[src/hw/rtl/code_block_cache_allocator_unit_macros.svh]
// Assertion macros shared by the code block cache allocator RTL.
`ifndef CODE_BLOCK_CACHE_ALLOCATOR_UNIT_MACROS_SVH
`define CODE_BLOCK_CACHE_ALLOCATOR_UNIT_MACROS_SVH

// Same-cycle implication, checked on every rising edge outside reset.
`define CBCA_ASSERT_IMPLY(label, lhs, rhs) \
	label: assert property (@(posedge clk) disable iff (!arst_n) (lhs) |-> (rhs)) \
		else $error("cbca: same-cycle check failed");

// Next-cycle implication, checked on every rising edge outside reset.
`define CBCA_ASSERT_NEXT(label, lhs, rhs) \
	label: assert property (@(posedge clk) disable iff (!arst_n) (lhs) |=> (rhs)) \
		else $error("cbca: next-cycle check failed");

`endif

[src/hw/rtl/cbca_pkg.sv]
// Types, constants and codes shared by the code block cache allocator.
`default_nettype none
package cbca_pkg;

	localparam int DEF_TABLE_ENTRIES = 64;
	localparam int DEF_BLOCK_BYTES   = 64;

	// Width of a rounded size and of the capacity registers.
	localparam int ALIGN_W = 25;
	localparam int CAP_W   = 25;
	localparam int PADDR_W = 4;

	localparam logic [31:0]      RST_ALLOC_BASE = 32'h0001_0000;
	localparam logic [CAP_W-1:0] RST_ALLOC_CAP  = 25'h003_0000;
	localparam logic [31:0]      RST_SRC_BASE   = 32'h8000_0000;
	localparam logic [31:0]      RST_SRC_SIZE   = 32'h1000_0000;

	localparam logic [1:0] REG_ALLOC_BASE = 2'd0;
	localparam logic [1:0] REG_ALLOC_CAP  = 2'd1;
	localparam logic [1:0] REG_SRC_BASE   = 2'd2;
	localparam logic [1:0] REG_SRC_SIZE   = 2'd3;

	localparam logic [2:0] STATUS_HIT       = 3'd0;
	localparam logic [2:0] STATUS_LOADED    = 3'd1;
	localparam logic [2:0] STATUS_INVALID   = 3'd2;
	localparam logic [2:0] STATUS_TOO_LARGE = 3'd3;
	localparam logic [2:0] STATUS_FLUSHED   = 3'd4;

	localparam logic MODE_LOAD  = 1'b0;
	localparam logic MODE_FLUSH = 1'b1;

	typedef struct packed {
		logic        mode;
		logic [31:0] source_addr;
		logic [23:0] byte_size;
	} cbca_req_t;

	typedef struct packed {
		logic [2:0]  status;
		logic [31:0] target_addr;
		logic        evicted;
		logic        table_full;
		logic [31:0] hit_total;
		logic [31:0] miss_total;
		logic [31:0] load_total;
		logic [31:0] evict_total;
		logic [31:0] bytes_total;
	} cbca_rsp_t;

	// Search token handed from cell to cell along the mapping table.
	typedef struct packed {
		logic        valid;
		logic        found;
		logic [31:0] target;
	} cbca_token_t;

	// Broadcast write of a new mapping; the cell at the write index takes it.
	typedef struct packed {
		logic        en;
		logic [31:0] source;
		logic [31:0] target;
	} cbca_wr_t;

endpackage
`default_nettype wire

[src/hw/rtl/cbca_cell.sv]
// One mapping table cell: holds an entry and passes the search token on.
`default_nettype none
module cbca_cell import cbca_pkg::*; #(
	parameter int INDEX = 0,
	parameter int CW    = 7,
	parameter int IW    = 6
) (
	input  logic              clk,
	input  logic              arst_n,
	input  logic [CW-1:0]     count,
	input  logic [31:0]       search_addr,
	input  cbca_token_t       tok_in,
	output cbca_token_t       tok_out,
	input  cbca_wr_t          wr,
	input  logic [IW-1:0]     wr_idx
);

	localparam logic [CW-1:0] MY_COUNT = CW'(INDEX);
	localparam logic [IW-1:0] MY_IDX   = IW'(INDEX);

	logic [31:0] source_q;
	logic [31:0] target_q;
	cbca_token_t tok_q;
	logic        match;

	// The entry is live only while it lies below the fill count.
	assign match = tok_in.valid && !tok_in.found && (MY_COUNT < count)
		&& (source_q == search_addr);

	always_ff @(posedge clk) begin
		if (wr.en && (wr_idx == MY_IDX)) begin
			source_q <= wr.source;
			target_q <= wr.target;
		end
	end

	always_ff @(posedge clk or negedge arst_n) begin
		if (!arst_n) begin
			tok_q <= '0;
		end else begin
			tok_q.valid  <= tok_in.valid;
			tok_q.found  <= tok_in.found | match;
			tok_q.target <= match ? target_q : tok_in.target;
		end
	end

	assign tok_out = tok_q;

endmodule
`default_nettype wire

[config.mk]
export PLATFORM = sky130hd
export DESIGN_NAME = cbca_cell
export DESIGN_NICKNAME = d
export VERILOG_FILES = /design/src/hw/rtl/code_block_cache_allocator_unit_macros.svh /design/src/hw/rtl/cbca_pkg.sv /design/src/hw/rtl/cbca_cell.sv
export SDC_FILE = /design/constraint.sdc
export NUM_CORES = 1
export LEC_CHECK = 0
export BUFFER_PORTS_ARGS = -buffer_cell sky130_fd_sc_hd__clkbuf_2
export CAP_MARGIN = 20
export CORE_MARGIN = 8
export CORE_UTILIZATION = 35
export CTS_CLUSTER_DIAMETER = 80
export DETAILED_ROUTE_END_ITERATION = 12
export GPL_ROUTABILITY_DRIVEN = 0
export PLACE_DENSITY = 0.75
export SLEW_MARGIN = 20
export SYNTH_ARGS = -nofsm -noshare
export SYNTH_HDL_FRONTEND = slang
export SYNTH_SLANG_ARGS = --single-unit
[constraint.sdc]
create_clock -name clk -period 4.1 [get_ports clk]
set_input_delay 0.41 -clock clk [delete_from_list [all_inputs] [get_ports clk]]
set_output_delay 0.41 -clock clk [all_outputs]
set_load 0.02 [all_outputs]
# After elaboration in Yosys (flattened, before gate mapping)

Index checks and enable logic that the tools add are counted.

Register bits after elaboration: 98
Bits of input ports: 146
Output and inout port bits: 34

Order comparisons: 1
Equal/unequal tests: 1
Muxes and demuxes: 1
Bitwise logic cells: 1
Reductions and logical operators: 6

Operators by type and width:

| operator           | number |
|---|---|
| $eq 32x32->1       | 1 |
| $mux 32            | 1 |
| $lt 1x7->1 const A | 1 |
| $logic_not 6->1    | 1 |
| $logic_and 1x1->1  | 4 |
| $logic_not 1->1    | 1 |
| $or 1x1->1         | 1 |

# Longest topological paths before layout

Word-level depth: 5
Mapped depth: 6

# Least setup slack after synthesis

OpenSTA, ideal clock, no wires.

Path type: input -> register
Start: input port wr_idx[2]
End: register source_q[0], enable pin
Library setup time: 651 ps
Data arrival time: 7143 ps
Setup slack: -3694 ps
Stages: 2
Path through: or4b_2 nor4_1

Longest elaborated chain between the ends: 2

RTL lines:

| what                   | line            | source |
|---|---|---|
| start: declaration     | cbca_cell.sv:15 | `input logic [IW-1:0] wr_idx` |
| $logic_not 6->1        | cbca_cell.sv:31 | `if (wr.en && (wr_idx == MY_IDX)) begin` |
| $logic_and 1x1->1      | cbca_cell.sv:31 |  |
| end signal: assignment | cbca_cell.sv:32 | `source_q <= wr.source;` |
| end: declaration       | cbca_cell.sv:21 | `logic [31:0] source_q;` |

No other way between the ends.
A chain may end at the register's enable or synchronous reset.

# Final worst setup path

Start: register source_q[3]
End: register tok_q (netlist bit tok_out[9])

Longest elaborated chain between the ends: 3

RTL lines:

| what              | line            | source |
|---|---|---|
| $eq 32x32->1      | cbca_cell.sv:28 | `&& (source_q == search_addr);` |
| $logic_and 1x1->1 | cbca_cell.sv:28 |  |
| $mux 32           | cbca_cell.sv:43 | `tok_q.target <= match ? target_q : tok_in.target;` |
| end: declaration  | cbca_cell.sv:23 | `cbca_token_t tok_q;` |

No other way between the ends.

==> reports/results.ini <==
[status]
status = finished clean

[finish]
seqCellArea_um2 = 2770
n_antenna_cell = 0
layout.cells.non_filler = 514
fillers = 893
mostFrequentLayoutCell = clkbuf_2
final_cell_mix = 179 x clkbuf_2, 64 x edfxtp_1, 34 x dfrtp_1, 30 x mux2_2, 27 x xor2_1
nets = 519
syn_to_final_growth_pct = 36.0
final_layout_size_suffix_gt1_share_pct = 61.1
multi_input_area_um2 = 783

[run]
drv_cap = 0

[die]
initial_utilization_pct = 35.3
fp.dieH_um = 117
die_x_um = 117
rows = 37
boundaryPins = 180
dieArea_um2 = 13700
core_um2 = 10100

[drt]
first_pass_iters = 4
wl_mm = 8.55
via_count = 2248
top_layer_used = met4
drc = 0
wire_per_inst_um = 16.6
met3WireLength_um = 651
drt-met1-wl_mm = 3.04
drt_iter0_markers = 53
wl_met2_mm = 4.71
avgViaCountPerCell = 4.37
antenna_left = 0

[setup_path]
r2r_setup_slack_ns = 1.85
cp-start-kind = flop
reg2reg_to = tok_out[9]$_DFF_PN0_
r2r-start = source_q[3]$_DFFE_PP_
critical_path_required_ns = 4.35
crit_fanout = 33
critPathCaptureType = flop
crit_type = flop to flop
reg2regPathDepth = 6
cp_data_arrival_time_ns = 2.50

[power]
p_clk_share_pct = 35.1
p_int_uw = 1500
powerDensity_nw_per_um2 = 391
comb_power_share_pct = 8.0
pwr-share-seq_pct = 56.9
p_leak_uw = 0.00211
p_sw_uw = 403
netSwitchingFraction_pct = 21.2
ir_worst_vdd_mv = 0.148

[hold_path]
hp-class = input pin to asynchronous set/reset pin

[placed_design]
post-place-cells = 498
port_buffers = 179
place_hpwl_mm = 6.81
dp_slack_ns = 1.61

[synthesis]
synth_top_area_share_pct = 53.8
syn_nets = 329
ys_ff_latch = 98
netlist_area_um2 = 3570
synthTopCellsByArea = edfxtp_1 54%, dfrtp_1 24%, mux2_2 9.5%
synthXorXnorAreaFrac_pct = 7.84
syn-mean-instance-area_um2 = 19.5
synth_compound_area_share_pct = 0
synth_top_family_by_area = multiplexers
yosys.area_share.adder_pct = 0
ys_seq_area_share_pct = 77.6
synth_top_area_cell = edfxtp_1
yosys_warnings = 0
syn_inst = 183
synth-simple-area-share_pct = 3.57
synth_cell_type_count = 16
synth_mux_area_share_pct = 10.1

[sta]
setup_ws_ns = 1.85
fin_skew_ns = 0.00959
finalHoldViolCount = 0
slew_violations = 0
rsz0062_at_grt = no
setup_viol = 0
fin_hold_ws_ns = 0.159
post-route-period-util_pct = 54.9
slew_headroom_pct = 40.6
worst_pin_slew_ns = 0.891
period_minus_slack_ns = 2.25
setup_tns_ns = 0
fmax_mhz = 444

[clock_network]
postCtsSetupBuffers = 0
cts_tree = done
cts_buffers = 9
clkLatencyLatePin_ns = 0.35
post_cts_resize_count = 0
cts_hold_buffers = 0
cts_max_level = 3
clock-sinks = 98
cts_root_buf = clkbuf_8
cts.clk_slew.worst_paths_ns = 0.09
cts_buffer_depth = 2

[grt]
antenna_found_initial = 0
grt_pass1_wl_mm = 12.4
grt_pass1_vias = 2533
grt_max_degree = 39
grt_remaining_overflow = 0
grt_use_total_pct = 12.4

-- Yosys cell counts, drive strengths merged --
cell and count:
edfxtp 64, dfrtp 34, mux2 32, xor2 27, nor4 9, xnor2 5
buf 3, nand4 2, nor3 2, nand2 1, nand3 1, nand4b 1
or2 1, or4b 1
-- power by group through the flow --
stage	clock, uW	combinational [uW]	sequential [uW]
after CTS	694	156	1080
final	668	152	1080
after global placement	0	151	1100
after floorplan	0	30.2	1130
after detailed placement	0	156	1100
after global routing	727	167	1080
-- critical path: stages, from the launching register on --
cell and delay, ns:
edfxtp_1 0.39, xor2_1 0.15, nor4_1 0.36, nand4_1 0.23
nor4_4 0.17, buf_4 0.43, mux2_2 0.40
-- routing by layer --
layer,up-vias,GRT usage [%]
li1,1059,-
met1,1090,12.7
met2,90,22.8
met3,9,3.44
met4,0,6.14
met5,-,0
-- sequential cells by signal, indices dropped and copies added, names as in the netlist --
signal    count
source_q     32
tok_out      34
target_q     32
-- worst max path at each step --
stage	startpoint	end
after floorplan	wr_idx[2]	source_q[0]$_DFFE_PP_
after global placement	search_addr[3]	tok_out[16]$_DFF_PN0_
after detailed placement	search_addr[3]	tok_out[9]$_DFF_PN0_
after CTS	source_q[3]$_DFFE_PP_	tok_out[31]$_DFF_PN0_
after global routing	source_q[3]$_DFFE_PP_	tok_out[12]$_DFF_PN0_
final	source_q[3]$_DFFE_PP_	tok_out[9]$_DFF_PN0_
-- kinds of logic (layout without fill, tap and decap cells) --
logic type                count (synthesis)  in the layout
and+or+nand+nor                          18             18
xor gates and xnor gates                 32             32
DFF                                      98             98
buffers and inverters                     3            198
muxes                                    32             32
-- stage by stage --
stage               total power, uW  instance area (um2)  util [%]
finish                         1900                 4860      48.0
global route                   1980                 4860      48.0
CTS                            1930                 4860      48.0
detailed placement             1260                 4640      45.8
global placement               1250                 4640      45.8
floorplan                      1160                 3590         -
-- cell type report --
cell class | count | share of cell area [%]
clock buffers | 9 | 2.55
multi-input cells | 82 | 16.1
well taps | 136 | 3.50
clock inverters | 7 | 1.93
repair buffers | 182 | 18.9
flip-flops and latches | 98 | 57.0
Note: power is estimated with default switching activity, not from simulation.
