[config.mk]
export PLATFORM = sky130hd
export DESIGN_NAME = cbca_align
export DESIGN_NICKNAME = d
export VERILOG_FILES = /design/src/hw/rtl/code_block_cache_allocator_unit_macros.svh /design/src/hw/rtl/cbca_pkg.sv /design/src/hw/rtl/cbca_align.sv
export SDC_FILE = /design/constraint.sdc
export NUM_CORES = 1
export LEC_CHECK = 0
export ABC_AREA = 0
export BUFFER_PORTS_ARGS = -buffer_cell sky130_fd_sc_hd__buf_2
export CAP_MARGIN = 20
export CELL_PAD_IN_SITES_DETAIL_PLACEMENT = 1
export CELL_PAD_IN_SITES_GLOBAL_PLACEMENT = 1
export CORE_MARGIN = 10
export CORE_UTILIZATION = 45
export CTS_CLUSTER_DIAMETER = 200
export CTS_CLUSTER_SIZE = 30
export DETAILED_ROUTE_END_ITERATION = 10
export PLACE_DENSITY_LB_ADDON = 0.1
export SYNTH_ARGS = -nofsm -noshare
export SYNTH_HDL_FRONTEND = slang
export SYNTH_SLANG_ARGS = --single-unit
[constraint.sdc]
create_clock -name clk -period 3.05 [get_ports clk]
set_input_delay 0.305 -clock clk [delete_from_list [all_inputs] [get_ports clk]]
set_output_delay 0.305 -clock clk [all_outputs]
set_load 0.01 [all_outputs]
[src/hw/rtl/code_block_cache_allocator_unit_macros.svh]
// Assertion macros shared by the code block cache allocator RTL.
`ifndef CODE_BLOCK_CACHE_ALLOCATOR_UNIT_MACROS_SVH
`define CODE_BLOCK_CACHE_ALLOCATOR_UNIT_MACROS_SVH

// Same-cycle implication, checked on every rising edge outside reset.
`define CBCA_ASSERT_IMPLY(label, lhs, rhs) \
	label: assert property (@(posedge clk) disable iff (!arst_n) (lhs) |-> (rhs)) \
		else $error("cbca: same-cycle check failed");

// Next-cycle implication, checked on every rising edge outside reset.
`define CBCA_ASSERT_NEXT(label, lhs, rhs) \
	label: assert property (@(posedge clk) disable iff (!arst_n) (lhs) |=> (rhs)) \
		else $error("cbca: next-cycle check failed");

`endif

[src/hw/rtl/cbca_pkg.sv]
// Types, constants and codes shared by the code block cache allocator.
`default_nettype none
package cbca_pkg;

	localparam int DEF_TABLE_ENTRIES = 64;
	localparam int DEF_BLOCK_BYTES   = 64;

	// Width of a rounded size and of the capacity registers.
	localparam int ALIGN_W = 25;
	localparam int CAP_W   = 25;
	localparam int PADDR_W = 4;

	localparam logic [31:0]      RST_ALLOC_BASE = 32'h0001_0000;
	localparam logic [CAP_W-1:0] RST_ALLOC_CAP  = 25'h003_0000;
	localparam logic [31:0]      RST_SRC_BASE   = 32'h8000_0000;
	localparam logic [31:0]      RST_SRC_SIZE   = 32'h1000_0000;

	localparam logic [1:0] REG_ALLOC_BASE = 2'd0;
	localparam logic [1:0] REG_ALLOC_CAP  = 2'd1;
	localparam logic [1:0] REG_SRC_BASE   = 2'd2;
	localparam logic [1:0] REG_SRC_SIZE   = 2'd3;

	localparam logic [2:0] STATUS_HIT       = 3'd0;
	localparam logic [2:0] STATUS_LOADED    = 3'd1;
	localparam logic [2:0] STATUS_INVALID   = 3'd2;
	localparam logic [2:0] STATUS_TOO_LARGE = 3'd3;
	localparam logic [2:0] STATUS_FLUSHED   = 3'd4;

	localparam logic MODE_LOAD  = 1'b0;
	localparam logic MODE_FLUSH = 1'b1;

	typedef struct packed {
		logic        mode;
		logic [31:0] source_addr;
		logic [23:0] byte_size;
	} cbca_req_t;

	typedef struct packed {
		logic [2:0]  status;
		logic [31:0] target_addr;
		logic        evicted;
		logic        table_full;
		logic [31:0] hit_total;
		logic [31:0] miss_total;
		logic [31:0] load_total;
		logic [31:0] evict_total;
		logic [31:0] bytes_total;
	} cbca_rsp_t;

	// Search token handed from cell to cell along the mapping table.
	typedef struct packed {
		logic        valid;
		logic        found;
		logic [31:0] target;
	} cbca_token_t;

	// Broadcast write of a new mapping; the cell at the write index takes it.
	typedef struct packed {
		logic        en;
		logic [31:0] source;
		logic [31:0] target;
	} cbca_wr_t;

endpackage
`default_nettype wire

[src/hw/rtl/cbca_align.sv]
// Rounds a byte size up to the granule with a registered reciprocal multiply.
`default_nettype none
module cbca_align import cbca_pkg::*; #(
	parameter int BLOCK_BYTES = DEF_BLOCK_BYTES
) (
	input  logic               clk,
	input  logic               arst_n,
	input  logic               start,
	input  logic [23:0]        size,
	output logic               done,
	output logic [ALIGN_W-1:0] aligned
);

	// With a shift of ALIGN_W plus the granule's log2 and the reciprocal rounded up, the
	// product gives the exact quotient for every value below 2**ALIGN_W.
	localparam int GL = $clog2(BLOCK_BYTES);
	localparam int SH = ALIGN_W + GL;
	localparam int MW = ALIGN_W + 1;
	localparam longint unsigned RECIP_L =
		((64'd1 << SH) + 64'(BLOCK_BYTES) - 64'd1) / 64'(BLOCK_BYTES);
	localparam logic [MW-1:0]      RECIP   = MW'(RECIP_L);
	localparam logic [ALIGN_W-1:0] GRAN    = ALIGN_W'(BLOCK_BYTES);
	localparam logic [ALIGN_W-1:0] GRAN_M1 = ALIGN_W'(BLOCK_BYTES - 1);

	logic                  st_s1;
	logic                  st_s2;
	logic                  done_q;
	logic [ALIGN_W-1:0]    num_s1;
	logic [ALIGN_W-1:0]    quot_s2;
	logic [ALIGN_W-1:0]    aligned_q;
	logic [ALIGN_W+MW-1:0] prod;

	assign prod = {{MW{1'b0}}, num_s1} * {{ALIGN_W{1'b0}}, RECIP};

	always_ff @(posedge clk or negedge arst_n) begin
		if (!arst_n) begin
			st_s1  <= 1'b0;
			st_s2  <= 1'b0;
			done_q <= 1'b0;
		end else begin
			st_s1 <= start;
			st_s2 <= st_s1;
			if (start) begin
				done_q <= 1'b0;
			end else if (st_s2) begin
				done_q <= 1'b1;
			end
		end
	end

	always_ff @(posedge clk) begin
		if (start) begin
			num_s1 <= ALIGN_W'(size) + GRAN_M1;
		end
		if (st_s1) begin
			quot_s2 <= ALIGN_W'(prod >> SH);
		end
		if (st_s2) begin
			aligned_q <= ALIGN_W'(quot_s2 * GRAN);
		end
	end

	assign done    = done_q;
	assign aligned = aligned_q;

endmodule
`default_nettype wire

== Word level (Yosys, flattened, before mapping) ==
Cells that the tools add are included.
Word-level totals
  logic and storage cells: 10
  output and inout bits: 26
  register bits after elaboration: 66
  input port bits: 27
Operators by class
  add/sub/neg operators: 1
  muxes and demuxes: 2
  reductions and logical operators: 1
Operators with widths (number)
  $add A24 B6 Y25 const B: 1
  $mux W1: 2
  $reduce_bool A2 Y1: 1

== Logic depth before layout (Yosys ltp) ==
Gate-level depths: netlist (run 1).
  word-level depth: 2
  gate-level depth with buffers: 5
  mapped depth without buffers: 4

== Worst setup path before layout (run 1) ==
Ideal clock, no wire load.
  kind: input port to flip-flop
  start: input port size[4]
  end: register num_s1[9] (data pin)
  setup time: 257 ps
  slack: 1676 ps
  stages on the path: 4
  path buffers: 0
  arrival time: 1117 ps
  cells stage by stage: nor4_4 -> a21boi_2 -> and3_1 -> xor2_1
Between the ends
  cells in the longest elaborated chain, start to end: 1
Ends and longest elaborated chain
  start, declared: line cbca_align.sv:9  | input logic [23:0] size,
  $add A24 B6 Y25: line cbca_align.sv:53  | num_s1 <= ALIGN_W'(size) + GRAN_M1;
  end signal, assigned: line cbca_align.sv:53
  end, declared: line cbca_align.sv:28  | logic [ALIGN_W-1:0] num_s1;
Every way passes these cells.
A chain may end at the register's enable or synchronous reset.

== Worst setup path in the final report (run 1) ==
  start: register st_s1
  end: register quot_s2[8] (enable)
RTL lines
  start, declared: line cbca_align.sv:25  | logic st_s1;
  start signal, assigned: line cbca_align.sv:41  | st_s1 <= start;
  end signal, assigned: line cbca_align.sv:56  | quot_s2 <= ALIGN_W'(prod >> SH);
  end, declared: line cbca_align.sv:29  | logic [ALIGN_W-1:0] quot_s2;
No word-level cell between the ends.

==> results by group, run 1 <==
Detailed routing
  • Routed wire per std cell: between 15 and 20 um
  • Routed vias/inst: 4.734
  • Final ANT Viol Nets: 0
  • DRC: 0
  • DR pass1 iterations: 2
  • DR vias: 1,174
  • Initial DRC count: 54
  • Overall routed net length: 3952 um

Yosys
  • Adder-Cell Fraction of Synth Area: 0%
  • Sequential area share after synthesis: between 80 and 90%
  • Post-synthesis xor/xnor area fraction: 7.107%
  • Synthesis warning total: 0
  • Mean Syn Cell Area: 18.49 um^2
  • Mapped cell area: 0.002218 mm^2
  • Area fraction in compound gates after synthesis: less than 1%
  • Seq cells post-synth: 60
  • Netlist cell types: 16
  • Post-synthesis simple-gate area fraction: under 10%
  • Largest family of logic cells by synthesized area: simple AND/OR/NAND/NOR gates
  • Synth Instances: 120
  • Post-synthesis mux area share: 0%

Worst setup path
  • Critical Path Start: st_s1
  • Path depth of the worst reg2reg path: 0
  • Crit. End Element: flip-flop
  • Critical Path End: quot_s2[8]
  • Critical path type: reg2reg
  • Flop2flop setup slack: 1.77 ns
  • Reg-to-Reg End: quot_s2[8]
  • Worst EP required: 3.00 ns
  • Critical Path Fanout Max: 20
  • WP depth: 0
  • Setup crit start kind: flip-flop
  • Launching point of the worst reg2reg path: st_s1
  • WP data arrival: 1.23 ns

Clocking
  • CTS tree: yes
  • Total CTS buffers: 9
  • Clk root buf: clkbuf_8
  • Clk slew on worst S/H paths: 0.06 ns
  • Clk Latency, worst-skew pair: 0.32 ns
  • Number of H-tree levels: 3
  • Sink Count: 60
  • Resize count post-CTS: 0
  • Clock Tree Buf Depth: 2

Finish
  • Ant diodes: 0
  • P&R area growth vs syn: 22.33%
  • Fin nets: approximately 200
  • Final instance area: 0.002714 mm^2
  • Layout cells sized above 1: a little over a third

Job
  • Max-Cap Viols: 0

Timing
  • # setup viols final: 0
  • Final Max Slew Viols: 0
  • Final Critical Period: around 1.3 ns
  • Worst Max-Slew Pin Slew: roughly 0.86 ns
  • Maximum clock frequency: 779.2 MHz
  • Crit share post-route: 42.08%
  • RSZ-0062 raised after global routing: no
  • Hold Vio Cnt, Final: 0
  • Setup Skew: 0.002298 ns
  • Setup TNS: 0 ns
  • Slew headroom: 42.70%
  • WHS: 0.2927 ns

Global route
  • GRT Total Usage: 9.748%
  • Vias in the first global route: 1,272
  • Largest net degree at the start of global routing: 22
  • Initial antenna violation count: 0
  • Total grt overflow: 0
  • First-pass GRT wire length: 6120 um

Placement
  • DP Area: around 0.0025 mm^2
  • Detailed Place HPWL: 2963 um
  • GPL Wtd Cong: roughly 0.73
  • # port buffers: 46

Run status
  • Status: complete, no violations

Floorplan
  • Die W: 90.21 um
  • Die Area: 0.008138 mm^2
  • Io pins: 53
  • FP Rows: 25
  • Die Ht: 90.21 um
  • Core footprint: roughly 0.0048 mm^2
  • Starting Density: 46.66%

Power and ir drop
  • Pleak: 1.039 nW
  • Tot Pwr: ~1.8 mW
  • Pwr Density: 667.6 mW/mm^2
  • Worst ir drop on vdd: between 0.0002 and 0.0003 V

Min path
  • HP Class: in2reg
## registers in the layout, summed over array words and instances, names as in the netlist
register  cells
aligned      19
num_s1       19
st_s1         1
quot_s2      19
st_s2         1
done          1
## kinds of logic after synthesis
logic type / count (synthesis)
flip-flops: 60
AND/OR/NAND/NOR: 32
buffers and inverters: 7
AO/OA/AOI/OAI: 2
XOR/XNOR: 18
other: 1
## report_power, final
part / internal (mW) / switching [mW]
sequential: 0.977 / 0.0252
clock: 0.448 / 0.279
combinational: 0.0348 / 0.0475
## timing repair
item / in CTS / in global routing
hold buffers: 1 / 0
hold endpoints to repair: 3 / 0
setup buffers: 0 / 0
## Yosys cell counts, drive strengths merged
master / instances / share of area (%)
a21boi: 1 / 0.51
conb: 1 / 0.17
dfrtp: 3 / 3.4
xnor2: 14 / 5.5
nand2: 7 / 1.2
xor2: 4 / 1.6
nand4: 3 / 0.85
edfxtp: 57 / 77
and4: 4 / 1.6
buf: 7 / 2.4
nor2: 3 / 0.51
a21oi: 1 / 0.39
nor4: 1 / 0.96
nand3: 6 / 1.4
and3: 8 / 2.5
## worst min-delay path by stage
stage / start / to / slack (ns) / depth (start not counted)
after floorplan: arst_n / done / 0.009 / 0
after global placement: arst_n / st_s1 / 0.1 / 1
after detailed placement: arst_n / st_s1 / 0.11 / 1
after global routing: size[23] / num_s1[23] / 0.29 / 2
final: size[23] / num_s1[23] / 0.29 / 2
after CTS: size[23] / num_s1[23] / 0.28 / 2
## cell type report
| cell class | instances | area, um^2 |
|---|---|---|
| flip-flops and latches | 60 | 1787 |
| multi-input cells | 58 | 397.9 |
| clock buffers | 9 | 123.9 |
| well taps | 67 | 83.83 |
| clock inverters | 7 | 81.33 |
| fillers | 474 | 2041 |
| repair buffers | 47 | 240.2 |
## routing by layer
layer / part of all wire [%] / GRT usage [%]
met1: 40 / 10.01
met2: 53 / 16.04
met3: 4.4 / 3.076
met4: 2.5 / 7.958
met5: 0 / 0
## cell usage in the layout, fill, tap and decap left out, types with 4 or more instances in the layout
cell type   n
and3_1      7
buf_2      46
nand3_1     6
conb_1      6
xor2_1      4
and4_1      4
edfxtp_1   57
clkbuf_8    9
nand2_1     7
xnor2_1    14
## stage by stage
step,cells,util (%),worst slack (ns)
6_report,248,57.08,1.767
5_1_grt,248,57.08,1.685
4_1_cts,248,57.08,1.733
3_5_place_dp,231,52.55,1.438
3_3_place_gp,231,52.55,1.514
2_1_floorplan,125,-,1.676
Note: power is estimated with default switching activity, not from simulation.
==> run 2: changes to the inputs <==
- CORE_UTILIZATION: 45 -> 43
- clock period: 3.05 -> 1.32 ns (I/O delays scaled with it)
==> results by group, run 2 (synthesized netlist as in run 1, its figures left out) <==
Worst setup path
  • CP max-delay cell: and4_1
  • Worst EP required: 1.40 ns (was 3.00 ns)
  • Setup crit start kind: input pin (was flip-flop)
  • Flop2flop setup slack: 0.39 ns (was 1.77 ns)
  • Critical Path Fanout Max: 7 (was 20)
  • Critical path type: in2reg (was reg2reg)
  • Launching point of the worst reg2reg path: st_s1 (unchanged)
  • CP max stage delay: 0.35 ns
  • WP data arrival: 1.11 ns (was 1.23 ns)
  • Path depth of the worst reg2reg path: 1 (was 0)
  • CP cell instances: buf_2, and4_1, and4_1, nand4_1, xnor2_1
  • Reg-to-Reg End: quot_s2[7] (was quot_s2[8])
  • Critical Path Most Common Cell: and4_1
  • Crit. End Element: flip-flop (unchanged)

Floorplan
  • Die W: 91.83 um (was 90.21 um)
  • Die Ht: 91.83 um (was 90.21 um)
  • Die Area: 0.008432 mm^2 (was 0.008138 mm^2)
  • Core footprint: 0.005042 mm^2 (was 0.004755 mm^2)
  • FP Rows: 26 (was 25)
  • Starting Density: 44.00% (was 46.66%)
  • Io pins: 53 (unchanged)

Placement
  • Detailed Place HPWL: 3180 um (was 2963 um)
  • # port buffers: 46 (unchanged)
  • GPL Wtd Cong: 0.7195 (was 0.7343)
  • Post-placement worst setup slack: -0.06819 ns (was 1.438 ns)

Finish
  • Ant diodes: 0 (unchanged)
  • Register area: 0.001787 mm^2 (unchanged)
  • Fill count: 508 (was 474)
  • Layout cells sized above 1: 38.22% (was 34.81%)
  • Fin nets: 213 (was 203)
  • Final core occ: 54.74% (was 57.08%)
  • Commonest non-fill, non-tap cells in the layout: 57 x edfxtp_1, 46 x buf_2, 14 x xnor2_1 (unchanged)
  • Leading cell type in the layout, fill and taps excluded: edfxtp_1 (unchanged)
  • Area of the multi-input gates: 397.9 um^2 (unchanged)
  • P&R area growth vs syn: 24.42% (was 22.33%)

Timing
  • Worst setup margin: 0.2852 ns (was 1.767 ns)
  • RSZ-0062 raised after global routing: no (unchanged)
  • Maximum clock frequency: 966.4 MHz
  • Hold Vio Cnt, Final: 0 (unchanged)
  • Final Critical Period: 1.035 ns
  • # setup viols final: 0 (unchanged)
  • Crit share post-route: 78.39%
  • Setup Skew: 0.005826 ns (was 0.002298 ns)
  • Final Max Slew Viols: 0 (unchanged)

Global route
  • First-pass GRT wire length: 6824 um (was 6120 um)
  • Total grt overflow: 0 (unchanged)
  • Vias in the first global route: 1,410 (was 1,272)
  • Largest net degree at the start of global routing: 22 (unchanged)
  • GRT Total Usage: 10.61% (was 9.748%)
  • Initial antenna violation count: 0 (unchanged)

Detailed routing
  • Overall routed net length: 4139 um (was 3952 um)
  • DRC: 0 (unchanged)
  • DR pass1 iterations: 4 (was 2)
  • Routed vias/inst: 4.609 (was 4.734)
  • Final ANT Viol Nets: 0 (unchanged)
  • Initial DRC count: 39 (was 54)
  • Routed wire per std cell: 15.86 um (was 15.94 um)
  • DR vias: 1,203 (was 1,174)

Clocking
  • Resize count post-CTS: 0 (unchanged)
  • Sink Count: 60 (unchanged)
  • Post-CTS setup buffers: 0 (unchanged)
  • Hold_buf cts: 1 (unchanged)
  • CTS tree: yes (unchanged)
  • Clock Tree Buf Depth: 2 (unchanged)
  • Clk root buf: clkbuf_8 (unchanged)
  • Clk Latency, worst-skew pair: 0.33 ns (was 0.32 ns)
  • Total CTS buffers: 9 (unchanged)
  • Clk slew on worst S/H paths: 0.06 ns (about the same)
  • Number of H-tree levels: 3 (unchanged)

Min path
  • HP Class: in2reg (unchanged)
  • Hold EP: num_s1[17] (was num_s1[23])
  • Hold wc startpoint: size[17] (was size[23])
  • Hold Path Depth: 2 (unchanged)

Run status
  • Status: complete, no violations (unchanged)

Power and ir drop
  • Pwr Density: 1423 mW/mm^2 (was 667.6 mW/mm^2)
  • Pleak: 1.073 nW (was 1.039 nW)
  • Worst ir drop on vdd: 0.0005438 V (was 0.0002764 V)

Job
  • Max-Cap Viols: 0 (unchanged)
## run 2: cell count changes in the layout (fill, tap and decap cells not counted), sizes merged
| cell | before | now |
|---|---|---|
| buf | 46 | 56 |
| bufinv | 2 | 0 |
| clkbuf | 9 | 14 |
| clkinv | 5 | 2 |
## run 2: area by class of cell
type,count,area share (%)
sequential,60,64.73
clock buffer,14,5.893
timing repair buffer,57,11.42
tap,70,3.173
clock inverter,2,0.3626
multi-input combinational,58,14.42
## run 2: worst max path at each step
stage	start	to	cells past startpoint
finish	size[11]	num_s1[20]	5
global placement	size[11]	num_s1[22]	5
detailed placement	size[4]	num_s1[13]	6
floorplan	size[4]	num_s1[9]	4
CTS	size[11]	num_s1[20]	5
global route	size[12]	num_s1[20]	5
## run 2: through the flow
| stage | total power, mW | hold WS [ns] | instances | cell area, um^2 | setup TNS, ns |
|---|---|---|---|---|---|
| 2_1_floorplan | 2.423 | -0.1636 | 125 | 2237 | 0 |
| 3_3_place_gp | 2.549 | -0.07288 | 244 | 2577 | -0.08280 |
| 3_5_place_dp | 2.573 | -0.06988 | 244 | 2577 | -0.3101 |
| 4_1_cts | 3.993 | 0.1016 | 261 | 2760 | 0 |
| 5_1_grt | 4.114 | 0.1187 | 261 | 2760 | 0 |
| 6_report | 3.928 | 0.1125 | 261 | 2760 | 0 |
## run 2: layer usage
metal  part of all wire, %  up-vias  GRT usage (%)  routed length [um]
met5                     0        -              0                   0
met4                   2.1        0          7.326                  87
met3                   8.2        5          4.645                 340
met2                    52       38          17.89                2159
met1                    37      585          10.30                1552
li1                      -      575              -                   -
## run 2: critical path, delay by kind of cell
kind,cells,cell delay (ns)
AND/OR/NAND/NOR,3,0.74
XOR/XNOR,1,0.15
buffers and inverters,1,0.09
## run 2: where the power goes
group	internal (mW)	switching [mW]	total (mW)	leakage, nW
clock	0.779	0.621	1.40	0.0905
sequential	2.26	0.0361	2.29	0.593
combinational	0.0964	0.138	0.234	0.389
total	3.13	0.795	3.93	1.07
==> run 3: changes to the inputs <==
- ABC_AREA: 0 -> 1
- CORE_UTILIZATION: 43 -> 42
- clock period: 1.32 -> 1 ns (I/O delays scaled with it)
==> results by group, run 3 <==
Finish
  • P&R area growth vs syn: 29.99% (was 24.42%)
  • Fin nets: 301 (was 213)
  • Layout cells sized above 1: 37.28% (was 38.22%)
  • Final non-filler cell total: 351 (was 261)
  • Area of the multi-input gates: 549.3 um^2 (was 397.9 um^2)
  • Final core occ: 56.57% (was 54.74%)
  • Ant diodes: 0 (unchanged)
  • Commonest non-fill, non-tap cells in the layout: 57 x edfxtp_1, 46 x buf_2, 42 x nand2_1 (was 57 x edfxtp_1, 46 x buf_2, 14 x xnor2_1)
  • Leading cell type in the layout, fill and taps excluded: edfxtp_1 (unchanged)
  • Final instance area: 0.003134 mm^2 (was 0.002760 mm^2)
  • Fill count: 630 (was 508)
  • Register area: 0.001792 mm^2 (was 0.001787 mm^2)

Floorplan
  • Core footprint: 0.005540 mm^2 (was 0.005042 mm^2)
  • FP Rows: 27 (was 26)
  • Io pins: 53 (unchanged)
  • Die Ht: 95.77 um (was 91.83 um)
  • Die Area: 0.009171 mm^2 (was 0.008432 mm^2)
  • Die W: 95.77 um (was 91.83 um)
  • Starting Density: 43.52% (was 44.00%)

Global route
  • Vias in the first global route: 1,744 (was 1,410)
  • GRT Total Usage: 11.75% (was 10.61%)
  • Most Used Layer, Global Route: met2 (unchanged)
  • Initial antenna violation count: 0 (unchanged)
  • GR Layer Usage met3: 4.358% (was 4.645%)
  • Largest net degree at the start of global routing: 22 (unchanged)
  • GR Util met2: 20.32% (was 17.89%)
  • Total grt overflow: 0 (unchanged)
  • Met1 Use GR: 12.82% (was 10.30%)
  • First-pass GRT wire length: 8245 um (was 6824 um)

Placement
  • Detailed Place HPWL: 4017 um (was 3180 um)
  • Placed Cells: 334 (was 244)
  • DP Area: 0.002932 mm^2 (was 0.002577 mm^2)
  • GPL Wtd Cong: 0.7898 (was 0.7195)
  • # port buffers: 46 (unchanged)

Detailed routing
  • Routed wire per std cell: 14.39 um (was 15.86 um)
  • Overall routed net length: 5051 um (was 4139 um)
  • DRC: 0 (unchanged)
  • Initial DRC count: 55 (was 39)
  • Final ANT Viol Nets: 0 (unchanged)
  • Routed vias/inst: 4.604 (was 4.609)
  • DR vias: 1,616 (was 1,203)
  • DR pass1 iterations: 4 (unchanged)

Worst setup path
  • CP Buf/Inv Count: 1 (unchanged)
  • CP cell instances: buf_2 (was buf_2, and4_1, and4_1, nand4_1, xnor2_1)
  • Worst EP required: 0.90 ns (was 1.40 ns)
  • Crit. End Element: output port (was flip-flop)
  • CP max stage delay: 0.37 ns (was 0.35 ns)
  • WP data arrival: 0.83 ns (was 1.11 ns)
  • Setup crit start kind: flip-flop (was input pin)
  • Critical path type: reg2out (was in2reg)
  • CP max-delay cell: edfxtp_1 (was and4_1)
  • Critical Path Fanout Max: 1 (was 7)
  • Delay-heaviest family, CP: flip-flops (was simple AND/OR/NAND/NOR gates)

Timing
  • Crit share post-route: 93.16%
  • Maximum clock frequency: around 1100 MHz
  • Final Critical Period: just over 0.9 ns
  • Setup Skew: 0.007410 ns (was 0.005826 ns)
  • WHS: 0.1060 ns (was 0.1125 ns)
  • Hold Vio Cnt, Final: 0 (unchanged)
  • Final Max Slew Viols: 0 (unchanged)
  • # setup viols final: 0 (unchanged)
  • RSZ-0062 raised after global routing: no (unchanged)

Yosys
  • Synth top area cells: edfxtp_1 71%, nand2_1 6.5%, nor2_1 5.3%, dfrtp_1 3.1%, buf_4 1.9% (was edfxtp_1 77%, xnor2_1 5.5%, dfrtp_1 3.4%, buf_4 2.4%, and3_1 2.0%)
  • Top-count cell post-synth: edfxtp_1 (unchanged)
  • Synth Instances: 191 (was 120)
  • Post-synth top cells: 57 x edfxtp_1, 42 x nand2_1, 34 x nor2_1 (was 57 x edfxtp_1, 14 x xnor2_1, 7 x and3_1, 7 x buf_4, 7 x nand2_1)
  • Mean Syn Cell Area: 12.62 um^2 (was 18.49 um^2)
  • EDFF count, synth: 57 (unchanged)
  • Synthesis warning total: 0 (unchanged)
  • Async S/R FF share, synth: 5.000% (unchanged)
  • Seq cells post-synth: 60 (unchanged)
  • Netlist cell types: 22 (was 16)
  • Synth Flop Type: edfxtp_1 (unchanged)
  • Sequential area share after synthesis: 74.10% (was 80.54%)
  • Post-synth top area cell: edfxtp_1 (unchanged)
  • Synth top area share: 70.99% (was 77.16%)
  • Mapped cell area: 0.002411 mm^2 (was 0.002218 mm^2)

Run status
  • Status: complete, no violations (unchanged)

Power and ir drop
  • Pwr Density: 1723 mW/mm^2 (was 1423 mW/mm^2)
  • Worst ir drop on vdd: 0.0009884 V (was 0.0005438 V)
  • Pleak: 1.305 nW (was 1.073 nW)

Clocking
  • Sink Count: 60 (unchanged)
  • Clk Latency, worst-skew pair: 0.31 ns (was 0.33 ns)
  • Clk slew on worst S/H paths: 0.06 ns (about the same)
  • Clk root buf: clkbuf_8 (unchanged)
  • Clock Tree Buf Depth: 2 (unchanged)
  • Number of H-tree levels: 3 (unchanged)
  • CTS tree: yes (unchanged)
  • Total CTS buffers: 9 (unchanged)

Job
  • Max-Cap Viols: 0 (unchanged)

Min path
  • HP Class: in2async (was in2reg)
## run 3: cell types whose count changed in the layout (fill, tap and decap cells not counted), sizes merged, moves of 4 or more
cell,change
and3,-8
xnor2,-12
and4,-4
clkbuf,-4
inv,+14
buf,+17
nor2,+34
nand3b,+4
nand2,+37
## run 3: stage by stage
stage	setup TNS (ns)	setup WS [ns]	total power [mW]
final	0	0.06843	5.400
after global routing	0	0.01498	5.669
after global placement	-3.381	-0.2859	3.461
after CTS	0	0.008449	5.467
after floorplan	0	0.005408	3.227
after detailed placement	-4.055	-0.2969	3.492
## run 3: area by class of cell
cell class	instances	share of cell area (%)
sequential	60	57.17
multi-input combinational	115	17.52
timing repair buffer	74	14.93
clock buffer	10	4.072
tap	72	2.874
clock inverter	6	1.756
inverter	14	1.677
## run 3: what timing repair did
item | CTS | global route
setup buffers | 0 | 0
hold endpoints to repair | 3 | 0
resized for setup | 0 | 2
endpoints found under the setup margin | 0 | 21
hold buffers | 1 | 0
## run 3: where the power goes
group	switching, mW	internal (mW)	total [mW]
clock network	0.831	1.13	1.96
registers	0.0649	2.98	3.04
logic	0.225	0.175	0.400
total	1.12	4.28	5.40
## run 3: worst paths after layout
kind	startpoint	to	slack [ns]	cells past startpoint
worst max-delay path	aligned[18]	aligned[18]	0.07	1
worst min-delay path	arst_n	st_s2	0.11	2
worst max register to register	st_s2	aligned[6]	0.09	0
worst min register to register	quot_s2[8]	aligned[14]	0.42	0
max in group asynchronous	arst_n	st_s2	0.77	2
min in group clk	start	st_s1	0.11	2
## run 3: kinds of logic (layout without fill, tap and decap cells)
family / after synthesis / in the layout / synth area share (%)
flops: 60 / 60 / 74.10
buf+inv: 21 / 104 / 4.515
simple gates: 97 / 97 / 17.96
xor+xnor: 5 / 5 / 1.817
other cells: 1 / 6 / 0.1555
compound gates: 7 / 7 / 1.453
## run 3: layer usage
layer	routed length [um]	part of all wire [%]	vias up
met1	1980	39	766
met5	0	0	-
met4	87	1.7	0
li1	-	-	801
met3	375	7.4	7
met2	2607	52	42
